==> src/hdl/lct_pkg.sv <==
// Package for the LFU cache table: widths, action and reset codes, controller state type
// and the command/status structs between controller and datapath. No dependencies.
package lct_pkg;

  localparam int MAX_ENTRIES_DEF = 16;
  localparam int DATA_W          = 32;
  localparam int CFG_W           = 5;

  localparam logic             ACT_GET     = 1'b0;
  localparam logic             ACT_PUT     = 1'b1;
  localparam logic [CFG_W-1:0] CFG_RESET   = 5'd16;
  localparam logic signed [DATA_W-1:0] MISS_VALUE = -32'sd1;
  localparam logic signed [DATA_W-1:0] PUT_VALUE  = 32'sd0;
  localparam logic [DATA_W-1:0] CNT_ONE    = 32'd1;
  localparam logic [DATA_W-1:0] CNT_MAX    = 32'hFFFF_FFFF;

  typedef enum logic [1:0] {
    ST_IDLE,
    ST_LOOK,
    ST_SCAN,
    ST_APPLY
  } ctrl_state_t;

  // Commands from the controller to the datapath.
  typedef struct packed {
    logic load_in;
    logic look;
    logic scan_step;
    logic apply;
  } lct_cmd_t;

  // Status from the datapath to the controller.
  typedef struct packed {
    logic is_put;
    logic found;
    logic full;
    logic scan_last;
  } lct_sts_t;

endpackage

==> src/hdl/lct_if.sv <==
// Valid/ready channel interfaces for the LFU cache table: request, result and
// configuration. Depends on lct_pkg for the payload widths.
interface lct_in_if;
  logic                                valid;
  logic                                ready;
  logic                                action;
  logic signed [lct_pkg::DATA_W-1:0]   key;
  logic signed [lct_pkg::DATA_W-1:0]   write_value;

  modport source (output valid, action, key, write_value, input ready);
  modport sink   (input valid, action, key, write_value, output ready);
endinterface

interface lct_out_if;
  logic                                valid;
  logic                                ready;
  logic                                hit;
  logic signed [lct_pkg::DATA_W-1:0]   read_value;

  modport source (output valid, hit, read_value, input ready);
  modport sink   (input valid, hit, read_value, output ready);
endinterface

interface lct_cfg_if;
  logic                          valid;
  logic                          ready;
  logic [lct_pkg::CFG_W-1:0]     active_entries;

  modport source (output valid, active_entries, input ready);
  modport sink   (input valid, active_entries, output ready);
endinterface

==> src/hdl/lct_ctrl.sv <==
// Controller of the LFU cache table: sequences lookup, victim scan and update,
// and owns the result valid flag. Depends on lct_pkg.
module lct_ctrl (
  input  logic              clk,
  input  logic              rst_n,
  input  logic              in_valid,
  output logic              in_ready,
  output logic              out_valid,
  input  logic              out_ready,
  input  lct_pkg::lct_sts_t sts,
  output lct_pkg::lct_cmd_t cmd
);
  import lct_pkg::*;

  ctrl_state_t state_r, state_nxt;
  logic        out_valid_r, out_valid_nxt;
  logic        commit;
  logic        accept;

  // The result register can take a new result when empty or being drained.
  assign commit = (state_r == ST_APPLY) && (!out_valid_r || out_ready);
  assign accept = in_valid && in_ready;

  always_comb begin
    state_nxt = state_r;
    case (state_r)
      ST_IDLE: begin
        if (accept) state_nxt = ST_LOOK;
      end
      ST_LOOK: begin
        if (sts.is_put && !sts.found && sts.full) state_nxt = ST_SCAN;
        else state_nxt = ST_APPLY;
      end
      ST_SCAN: begin
        if (sts.scan_last) state_nxt = ST_APPLY;
      end
      ST_APPLY: begin
        if (commit) state_nxt = accept ? ST_LOOK : ST_IDLE;
      end
      default: state_nxt = ST_IDLE;
    endcase
  end

  always_comb begin
    in_ready      = 1'b0;
    cmd           = '0;
    out_valid_nxt = out_valid_r;
    case (state_r)
      ST_IDLE: begin
        in_ready = 1'b1;
      end
      ST_LOOK: begin
        cmd.look = 1'b1;
      end
      ST_SCAN: begin
        cmd.scan_step = 1'b1;
      end
      ST_APPLY: begin
        in_ready  = commit;
        cmd.apply = commit;
      end
      default: in_ready = 1'b0;
    endcase
    cmd.load_in = accept;
    if (commit) out_valid_nxt = 1'b1;
    else if (out_ready) out_valid_nxt = 1'b0;
  end

  always_ff @(posedge clk) begin
    if (!rst_n) begin
      state_r     <= ST_IDLE;
      out_valid_r <= 1'b0;
    end else begin
      state_r     <= state_nxt;
      out_valid_r <= out_valid_nxt;
    end
  end

  assign out_valid = out_valid_r;

  a_busy_not_ready: assert property (@(posedge clk) disable iff (!rst_n)
    (state_r == ST_LOOK || state_r == ST_SCAN) |-> !in_ready)
    else $error("input taken while an item is in flight");

  a_scan_only_put: assert property (@(posedge clk) disable iff (!rst_n)
    (state_r == ST_SCAN) |-> sts.is_put)
    else $error("victim scan started for a get");

  a_result_after_apply: assert property (@(posedge clk) disable iff (!rst_n)
    cmd.apply |=> out_valid)
    else $error("result lost after update");

endmodule

==> src/hdl/lct_datapath.sv <==
// Datapath of the LFU cache table: entry registers, parallel key match,
// one-entry-per-cycle victim scan, update logic and the result register. Depends on lct_pkg.
module lct_datapath #(
  parameter int MAX_ENTRIES = lct_pkg::MAX_ENTRIES_DEF
) (
  input  logic                              clk,
  input  logic                              rst_n,
  input  lct_pkg::lct_cmd_t                 cmd,
  output lct_pkg::lct_sts_t                 sts,
  input  logic                              in_action,
  input  logic signed [lct_pkg::DATA_W-1:0] in_key,
  input  logic signed [lct_pkg::DATA_W-1:0] in_write_value,
  input  logic                              cfg_we,
  input  logic [lct_pkg::CFG_W-1:0]         cfg_data,
  output logic                              out_hit,
  output logic signed [lct_pkg::DATA_W-1:0] out_read_value
);
  import lct_pkg::*;

  localparam int N    = MAX_ENTRIES;
  localparam int IW   = (N > 1) ? $clog2(N) : 1;
  localparam int OW   = $clog2(N + 1);
  localparam int CMPW = (OW > CFG_W) ? OW : CFG_W;

  // Captured request
  logic                     in_act_r;
  logic [DATA_W-1:0]        in_key_r;
  logic [DATA_W-1:0]        in_wval_r;

  // Entry store
  logic [N-1:0]             valid_r;
  logic [DATA_W-1:0]        key_r   [N];
  logic [DATA_W-1:0]        data_r  [N];
  logic [DATA_W-1:0]        cnt_r   [N];
  logic [DATA_W-1:0]        stamp_r [N];
  logic [DATA_W-1:0]        clock_r;
  logic [OW-1:0]            occ_r;
  logic [CFG_W-1:0]         act_r;

  // Lookup results
  logic                     found_r;
  logic [IW-1:0]            hit_idx_r;
  logic [IW-1:0]            free_idx_r;
  logic                     full_r;

  // Victim scan
  logic [IW-1:0]            scan_idx_r;
  logic                     best_ok_r;
  logic [IW-1:0]            best_idx_r;
  logic [DATA_W-1:0]        best_cnt_r;
  logic [DATA_W-1:0]        best_age_r;

  logic [N-1:0]             match;
  logic                     hit_any;
  logic [IW-1:0]            hit_idx;
  logic [IW-1:0]            free_idx;
  logic [CMPW-1:0]          cap;
  logic [CMPW-1:0]          cfg_ext;
  logic                     full_now;
  logic [DATA_W-1:0]        scan_cnt;
  logic [DATA_W-1:0]        scan_age;
  logic                     take;
  logic [IW-1:0]            slot_idx;
  logic                     do_insert;
  logic                     do_touch;
  logic [N-1:0]             ins_sel;
  logic [N-1:0]             touch_sel;

  // Parallel compare and lowest-index encoders for the hit and the first free slot.
  always_comb begin
    hit_any  = 1'b0;
    hit_idx  = '0;
    free_idx = '0;
    for (int i = 0; i < N; i++) begin
      match[i] = valid_r[i] && (key_r[i] == in_key_r);
    end
    for (int i = N - 1; i >= 0; i--) begin
      if (match[i]) begin
        hit_any = 1'b1;
        hit_idx = IW'(i);
      end
      if (!valid_r[i]) free_idx = IW'(i);
    end
  end

  // Effective capacity: zero acts as one, anything above the store size is clamped.
  always_comb begin
    cfg_ext = CMPW'(act_r);
    if (cfg_ext == '0) cap = CMPW'(1);
    else if (cfg_ext > CMPW'(N)) cap = CMPW'(N);
    else cap = cfg_ext;
    full_now = CMPW'(occ_r) >= cap;
  end

  // Scan step: lower count wins, equal counts go to the older touch.
  always_comb begin
    scan_cnt = cnt_r[scan_idx_r];
    scan_age = clock_r - stamp_r[scan_idx_r];
    take = valid_r[scan_idx_r] &&
           (!best_ok_r || (scan_cnt < best_cnt_r) ||
            ((scan_cnt == best_cnt_r) && (scan_age > best_age_r)));
  end

  assign do_insert = cmd.apply && (in_act_r == ACT_PUT) && !found_r;
  assign do_touch  = cmd.apply && found_r;
  assign slot_idx  = full_r ? best_idx_r : free_idx_r;

  always_comb begin
    for (int i = 0; i < N; i++) begin
      ins_sel[i]   = do_insert && (slot_idx == IW'(i));
      touch_sel[i] = do_touch && (hit_idx_r == IW'(i));
    end
  end

  assign sts.is_put    = (in_act_r == ACT_PUT);
  assign sts.found     = hit_any;
  assign sts.full      = full_now;
  assign sts.scan_last = (scan_idx_r == IW'(N - 1));

  // Payload registers
  always_ff @(posedge clk) begin
    if (cmd.load_in) begin
      in_act_r  <= in_action;
      in_key_r  <= in_key;
      in_wval_r <= in_write_value;
    end
    if (cmd.look) begin
      hit_idx_r  <= hit_idx;
      free_idx_r <= free_idx;
      full_r     <= full_now;
    end
    if (cmd.scan_step && take) begin
      best_idx_r <= scan_idx_r;
      best_cnt_r <= scan_cnt;
      best_age_r <= scan_age;
    end
    for (int i = 0; i < N; i++) begin
      if (ins_sel[i]) begin
        key_r[i]   <= in_key_r;
        data_r[i]  <= in_wval_r;
        cnt_r[i]   <= CNT_ONE;
        stamp_r[i] <= clock_r;
      end else if (touch_sel[i]) begin
        if (in_act_r == ACT_PUT) data_r[i] <= in_wval_r;
        if (cnt_r[i] != CNT_MAX) cnt_r[i] <= cnt_r[i] + CNT_ONE;
        stamp_r[i] <= clock_r;
      end
    end
    if (cmd.apply) begin
      out_hit <= found_r;
      if (in_act_r == ACT_PUT) out_read_value <= PUT_VALUE;
      else if (found_r) out_read_value <= data_r[hit_idx_r];
      else out_read_value <= MISS_VALUE;
    end
  end

  // Control registers
  always_ff @(posedge clk) begin
    if (!rst_n) begin
      valid_r    <= '0;
      clock_r    <= '0;
      occ_r      <= '0;
      act_r      <= CFG_RESET;
      found_r    <= 1'b0;
      scan_idx_r <= '0;
      best_ok_r  <= 1'b0;
    end else begin
      if (cfg_we) act_r <= cfg_data;
      if (cmd.look) begin
        found_r    <= hit_any;
        scan_idx_r <= '0;
        best_ok_r  <= 1'b0;
      end
      if (cmd.scan_step) begin
        scan_idx_r <= scan_idx_r + IW'(1);
        if (take) best_ok_r <= 1'b1;
      end
      if (do_insert || do_touch) clock_r <= clock_r + CNT_ONE;
      if (do_insert) begin
        valid_r <= valid_r | ins_sel;
        if (!full_r) occ_r <= occ_r + OW'(1);
      end
    end
  end

  a_occ_bound: assert property (@(posedge clk) disable iff (!rst_n)
    occ_r <= OW'(N))
    else $error("occupancy above store size");

  a_victim_exists: assert property (@(posedge clk) disable iff (!rst_n)
    (do_insert && full_r) |-> best_ok_r)
    else $error("evicting insert without a victim");

  a_clock_step: assert property (@(posedge clk) disable iff (!rst_n)
    (do_insert || do_touch) |=> (clock_r == $past(clock_r) + CNT_ONE))
    else $error("touch clock did not advance");

endmodule

==> src/hdl/lfu_cache_table.sv <==
// Top level of the LFU cache table: channel interfaces, controller and datapath.
// Depends on lct_pkg, lct_if, lct_ctrl and lct_datapath.
//
// Usage: a request item on in_ch carries an action (get or put), a key and a write
// value. Each request gives exactly one result item on out_ch: hit tells whether the
// key was present, read_value carries the stored value on a get hit, all ones on a
// get miss and zero for a put. cfg_ch writes active_entries, the number of entries
// held before a put of a new key evicts; it is always ready and is meant to be
// written while no request is in flight.
// Timing: a request is looked up the cycle after acceptance; the update and result follow
// in the apply state once the output register is empty or being drained, and the next
// request can be accepted in the cycle the result is registered. A put of a new key
// into a full table adds a victim scan over all MAX_ENTRIES entries, one entry per cycle
// through a shared count/age comparator, between the lookup and the update.
// Reset clears every valid bit, the touch clock and the occupancy count at once, and
// sets active_entries to 16; no clearing pass is needed.
// A stalled result waits in the output register; one more request is taken and
// looked up meanwhile, and its update waits until the register drains.
module lfu_cache_table #(
  parameter int MAX_ENTRIES = lct_pkg::MAX_ENTRIES_DEF
) (
  input logic       clk,
  input logic       rst_n,
  lct_in_if.sink    in_ch,
  lct_out_if.source out_ch,
  lct_cfg_if.sink   cfg_ch
);
  import lct_pkg::*;

  lct_cmd_t cmd;
  lct_sts_t sts;

  // Configuration writes are taken in any cycle.
  assign cfg_ch.ready = 1'b1;

  lct_ctrl u_ctrl (
    .clk       (clk),
    .rst_n     (rst_n),
    .in_valid  (in_ch.valid),
    .in_ready  (in_ch.ready),
    .out_valid (out_ch.valid),
    .out_ready (out_ch.ready),
    .sts       (sts),
    .cmd       (cmd)
  );

  lct_datapath #(
    .MAX_ENTRIES (MAX_ENTRIES)
  ) u_datapath (
    .clk            (clk),
    .rst_n          (rst_n),
    .cmd            (cmd),
    .sts            (sts),
    .in_action      (in_ch.action),
    .in_key         (in_ch.key),
    .in_write_value (in_ch.write_value),
    .cfg_we         (cfg_ch.valid),
    .cfg_data       (cfg_ch.active_entries),
    .out_hit        (out_ch.hit),
    .out_read_value (out_ch.read_value)
  );

endmodule
==> src/flat_wrapper.sv <==
// flat-port wrapper written by rule: the top's interface ports become plain ports
module lfu_cache_table_flat import lct_pkg::*;
#(
  parameter int MAX_ENTRIES = lct_pkg::MAX_ENTRIES_DEF
)
  (clk, rst_n, in_ch_valid, in_ch_action, in_ch_key, in_ch_write_value, in_ch_ready, out_ch_valid, out_ch_hit, out_ch_read_value, out_ch_ready, cfg_ch_valid, cfg_ch_active_entries, cfg_ch_ready);
  lct_in_if in_ch_i ();
  lct_out_if out_ch_i ();
  lct_cfg_if cfg_ch_i ();
  input logic clk;
  input logic rst_n;
  input wire logic [$bits(in_ch_i.valid)-1:0] in_ch_valid;
  input wire logic [$bits(in_ch_i.action)-1:0] in_ch_action;
  input wire logic [$bits(in_ch_i.key)-1:0] in_ch_key;
  input wire logic [$bits(in_ch_i.write_value)-1:0] in_ch_write_value;
  output wire logic [$bits(in_ch_i.ready)-1:0] in_ch_ready;
  output wire logic [$bits(out_ch_i.valid)-1:0] out_ch_valid;
  output wire logic [$bits(out_ch_i.hit)-1:0] out_ch_hit;
  output wire logic [$bits(out_ch_i.read_value)-1:0] out_ch_read_value;
  input wire logic [$bits(out_ch_i.ready)-1:0] out_ch_ready;
  input wire logic [$bits(cfg_ch_i.valid)-1:0] cfg_ch_valid;
  input wire logic [$bits(cfg_ch_i.active_entries)-1:0] cfg_ch_active_entries;
  output wire logic [$bits(cfg_ch_i.ready)-1:0] cfg_ch_ready;
  assign in_ch_i.valid = in_ch_valid;
  assign in_ch_i.action = in_ch_action;
  assign in_ch_i.key = in_ch_key;
  assign in_ch_i.write_value = in_ch_write_value;
  assign in_ch_ready = in_ch_i.ready;
  assign out_ch_valid = out_ch_i.valid;
  assign out_ch_hit = out_ch_i.hit;
  assign out_ch_read_value = out_ch_i.read_value;
  assign out_ch_i.ready = out_ch_ready;
  assign cfg_ch_i.valid = cfg_ch_valid;
  assign cfg_ch_i.active_entries = cfg_ch_active_entries;
  assign cfg_ch_ready = cfg_ch_i.ready;
  lfu_cache_table #(.MAX_ENTRIES(MAX_ENTRIES)) u_core (.clk(clk), .rst_n(rst_n), .in_ch(in_ch_i), .out_ch(out_ch_i), .cfg_ch(cfg_ch_i));
endmodule
==> config.mk <==
export PLATFORM = sky130hd
export DESIGN_NAME = lfu_cache_table_flat
export DESIGN_NICKNAME = d
export VERILOG_FILES = /design/src/hdl/lct_pkg.sv /design/src/hdl/lct_if.sv /design/src/hdl/lct_ctrl.sv /design/src/hdl/lct_datapath.sv /design/src/hdl/lfu_cache_table.sv /design/src/flat_wrapper.sv
export SDC_FILE = /design/constraint.sdc
export NUM_CORES = 2
export LEC_CHECK = 0
export ABC_AREA = 1
export BUFFER_PORTS_ARGS = -buffer_cell sky130_fd_sc_hd__buf_2
export CORE_MARGIN = 3
export CORE_UTILIZATION = 55
export DETAILED_ROUTE_END_ITERATION = 6
export PLACE_DENSITY_LB_ADDON = 0.15
export SYNTH_ARGS = -nofsm -noshare
export SYNTH_HDL_FRONTEND = slang
export SYNTH_SLANG_ARGS = --single-unit
==> constraint.sdc <==
create_clock -name clk -period 18.4 [get_ports clk]
set_input_delay 1.84 -clock clk [delete_from_list [all_inputs] [get_ports clk]]
set_output_delay 1.84 -clock clk [all_outputs]
set_load 0.02 [all_outputs]
==> flow_summary.toml <==
[run_status]
status = "complete, but fails checks"
failed_checks = "design-rule violations"

[critical_path]
rr_worst_depth = 32
r2r-end = "u_core.u_datapath.best_cnt_r[0]"
crit_path_max_incr_delay_ns = 0.86
start_kind = "flip-flop"
critPathTopFamily = "buffers and inverters"
cp.required_ns = 18.89
critPathMostFrequentCell = "nand2_1"
critical_path_buf_inv_count = 7
slowest_stage = "buf_4"
crit_type = "reg2reg"
cp_max_fo = 90
rrSetupSlack_ns = 10.05
cp.depth = 32
cp-end-kind = "flip-flop"
cp.arrival_ns = 8.84

[die]
die_x_um = 446.8
start_util_pct = 55.43
die_h_um = 446.8
dieArea_um2 = 199600
core_um2 = 192800
ioPinCount = 111
num_rows = 161

[clock_network]
htree_levels = 4
postCtsSetupBuffers = 0
clock-root-buffer = "clkbuf_16"
clk_latency_ns = 0.90
cts_sinks = 2294
cts_buffers = 232
cts_tree = "done"
clock_path_buffers = 3
cts.clk_slew.worst_paths_ns = 0.06
cts_hold_buf = 0
cts-resized-gates = 0

[detailed_routing]
firstDrtPassIters = 7
drcViolationCount = 7
vias = 77310
drtIter0Drc = 9881
drt-wirelength-per-cell_um = 24.02
wirelength_um = 303000
detail-route-antenna-nets = 0
via_per_inst = 6.129

[power_and_ir_drop]
power.density_nw_per_um2 = 119.0
peakVddDrop_v = 0.0001051
p_leak_nw = 41.14

[global_routing]
overflow = 0
grt_pass1_wl_um = 452300
grt_max_degree = 222
grt_usage_pct = 29.86
grt_pass1_vias = 72760
antenna_found_initial = 8

[sta]
layout_worst_path_cycle_share_pct = 45.36
finClkSkew_ns = 0.05359
finalSetupViolCount = 0
finalSetupTns_ns = 0
finalHoldViolCount = 0
slew_headroom_pct = 12.46
min_period_ns = 8.346
worst_slew_pin_slew_ns = 1.301
rsz0062_at_grt = "false"
slew_viol_final = 0
fmax_ghz = 0.1198

[logic_synthesis]
synth_nets = 9993
synthArstFlopShare_pct = 0
synth_flop_cell = "edfxtp_1"
synth.distinct_cells = 72
synth_area_um2 = 106900
syn_inst = 9794
synth-seq-cells = 2294
synth_edf_count = 2223
syn_area_per_cell_um2 = 10.91
synth_seq_area_share_pct = 63.80
synth_warnings = 0

[final_layout]
mostFrequentLayoutCell = "edfxtp_1"
layout.nets = 10080
layout_common_cells = "2223 x edfxtp_1, 1371 x nand2_1, 985 x inv_1, 814 x nor2_1, 746 x o21ai_0"
final_util_pct = 61.19
drive_gt1_share_pct = 8.668
area_growth_pct = 10.39

[worst_hold_path]
min_from = "u_core.u_datapath.occ_r[4]"
whs_path_depth = 2
whs_endpoint = "u_core.u_datapath.occ_r[4]"
min_path_type = "reg2reg"

[placement]
io_buffers = 109
finalWeightedCongestion = 0.9466
dp_hpwl_um = 184700

[job]
drv_cap = 0
[routing by layer]
| metal | part of all wire (%) | global-route usage (%) |
|---|---|---|
| met2 | 46 | 46.68 |
| met5 | 0.0046 | 0 |
| met4 | 3.2 | 10.15 |
| met3 | 9.4 | 4.796 |
| met1 | 42 | 42.76 |
[logic make-up (layout without fill, tap and decap cells)]
kind of cell,after synthesis,count (layout),synth area share [%]
adders and majority gates,124,124,1.459
buffers and inverters,1431,1720,5.152
AOI/OAI and AO/OA,2075,2075,11.31
xor gates and xnor gates,279,279,2.287
muxes,125,125,1.171
DFF,2294,2294,63.80
and+or+nand+nor,3465,3465,14.82
other,1,6,0.003509
[flip-flops by register name, summed over array words and instances (netlist names), 32 cells and up, named ones only]
name	count
u_core.u_datapath.clock_r	32
u_core.u_datapath.in_wval_r	32
u_core.u_datapath.in_key_r	32
u_core.u_datapath.best_age_r	32
u_core.u_datapath.data_r	512
u_core.u_datapath.out_read_value	32
u_core.u_datapath.best_cnt_r	32
u_core.u_datapath.cnt_r	512
u_core.u_datapath.key_r	512
u_core.u_datapath.stamp_r	512
[worst max path at each step]
| stage | start | endpoint | slack, ns |
|---|---|---|---|
| final | flip-flop | u_core.u_datapath.best_cnt_r[0] | 10.05 |
| after global routing | flip-flop | u_core.u_datapath.best_cnt_r[4] | 9.13 |
| after CTS | flip-flop | u_core.u_datapath.best_cnt_r[0] | 10.03 |
| after detailed placement | flip-flop | u_core.u_datapath.best_cnt_r[3] | 10.03 |
| after global placement | flip-flop | u_core.u_datapath.best_cnt_r[3] | 10.14 |
| after floorplan | out_ch_ready | u_core.u_ctrl.state_r[0] | 9.31 |
[tightest hold or removal path, stage by stage, from the launching register on]
cell and delay [ns]:
dfxtp_1 0.31, inv_1 0.06, a21oi_1 0.05
[synthesized netlist by cell type, types with 13 or more instances]
cell / instances / area, um2
nand2_2: 19 / 118.9
a22oi_1: 135 / 1013
and3_1: 29 / 181.4
buf_2: 35 / 175.2
mux2i_1: 125 / 1251
clkbuf_1: 307 / 1152
nor3_1: 264 / 1321
a21oi_1: 641 / 3208
o22ai_1: 92 / 575.6
a211oi_1: 40 / 300.3
buf_1: 48 / 180.2
nand4_1: 125 / 782.0
nor4_1: 95 / 594.3
xor2_1: 121 / 1060
a221oi_1: 29 / 254.0
xnor2_1: 158 / 1384
buf_4: 18 / 135.1
nor2_1: 826 / 3100
o221ai_1: 64 / 560.5
nand3_1: 400 / 2002
nor2_2: 36 / 225.2
inv_1: 990 / 3716
edfxtp_1: 2223 / 66750
or2_2: 64 / 400.4
nor3_2: 20 / 200.2
a22o_1: 26 / 227.7
nand2_1: 1387 / 5206
o211ai_1: 149 / 1119
ha_1: 123 / 1539
dfxtp_1: 71 / 1421
o21ai_0: 747 / 3739
a31oi_1: 104 / 650.6
nor3b_1: 127 / 953.4
inv_2: 17 / 63.81
clkinv_1: 13 / 48.80
[final cells by class]
| type | instances | area [um2] |
|---|---|---|
| clock inverter | 129 | 1145 |
| antenna | 5 | 12.51 |
| sequential | 2294 | 68190 |
| tap | 2526 | 3161 |
| clock buffer | 308 | 6335 |
| inverter | 1020 | 3840 |
| fill | 15370 | 74820 |
| multi-input combinational | 6069 | 33550 |
| timing repair buffer | 263 | 1727 |
[per-stage QoR]
stage	area, um2	power, mW	setup slack (ns)	hold slack (ns)	instances
2_1_floorplan	106900	8.254	9.315	0.4348	9794
3_3_place_gp	110500	9.384	10.14	0.4620	12170
3_5_place_dp	110500	9.425	10.03	0.4659	12170
4_1_cts	117900	14.04	10.03	0.4758	12610
5_1_grt	118000	14.61	9.127	0.4965	12610
6_report	118000	14.04	10.05	0.4693	12610
[where the power goes]
group          switching, mW  internal [mW]  leakage (nW)
registers              0.146           5.99          21.6
logic                   2.32          0.919          15.8
clock network           2.04           2.63          3.66
Note: power is estimated with default switching activity, not from simulation.
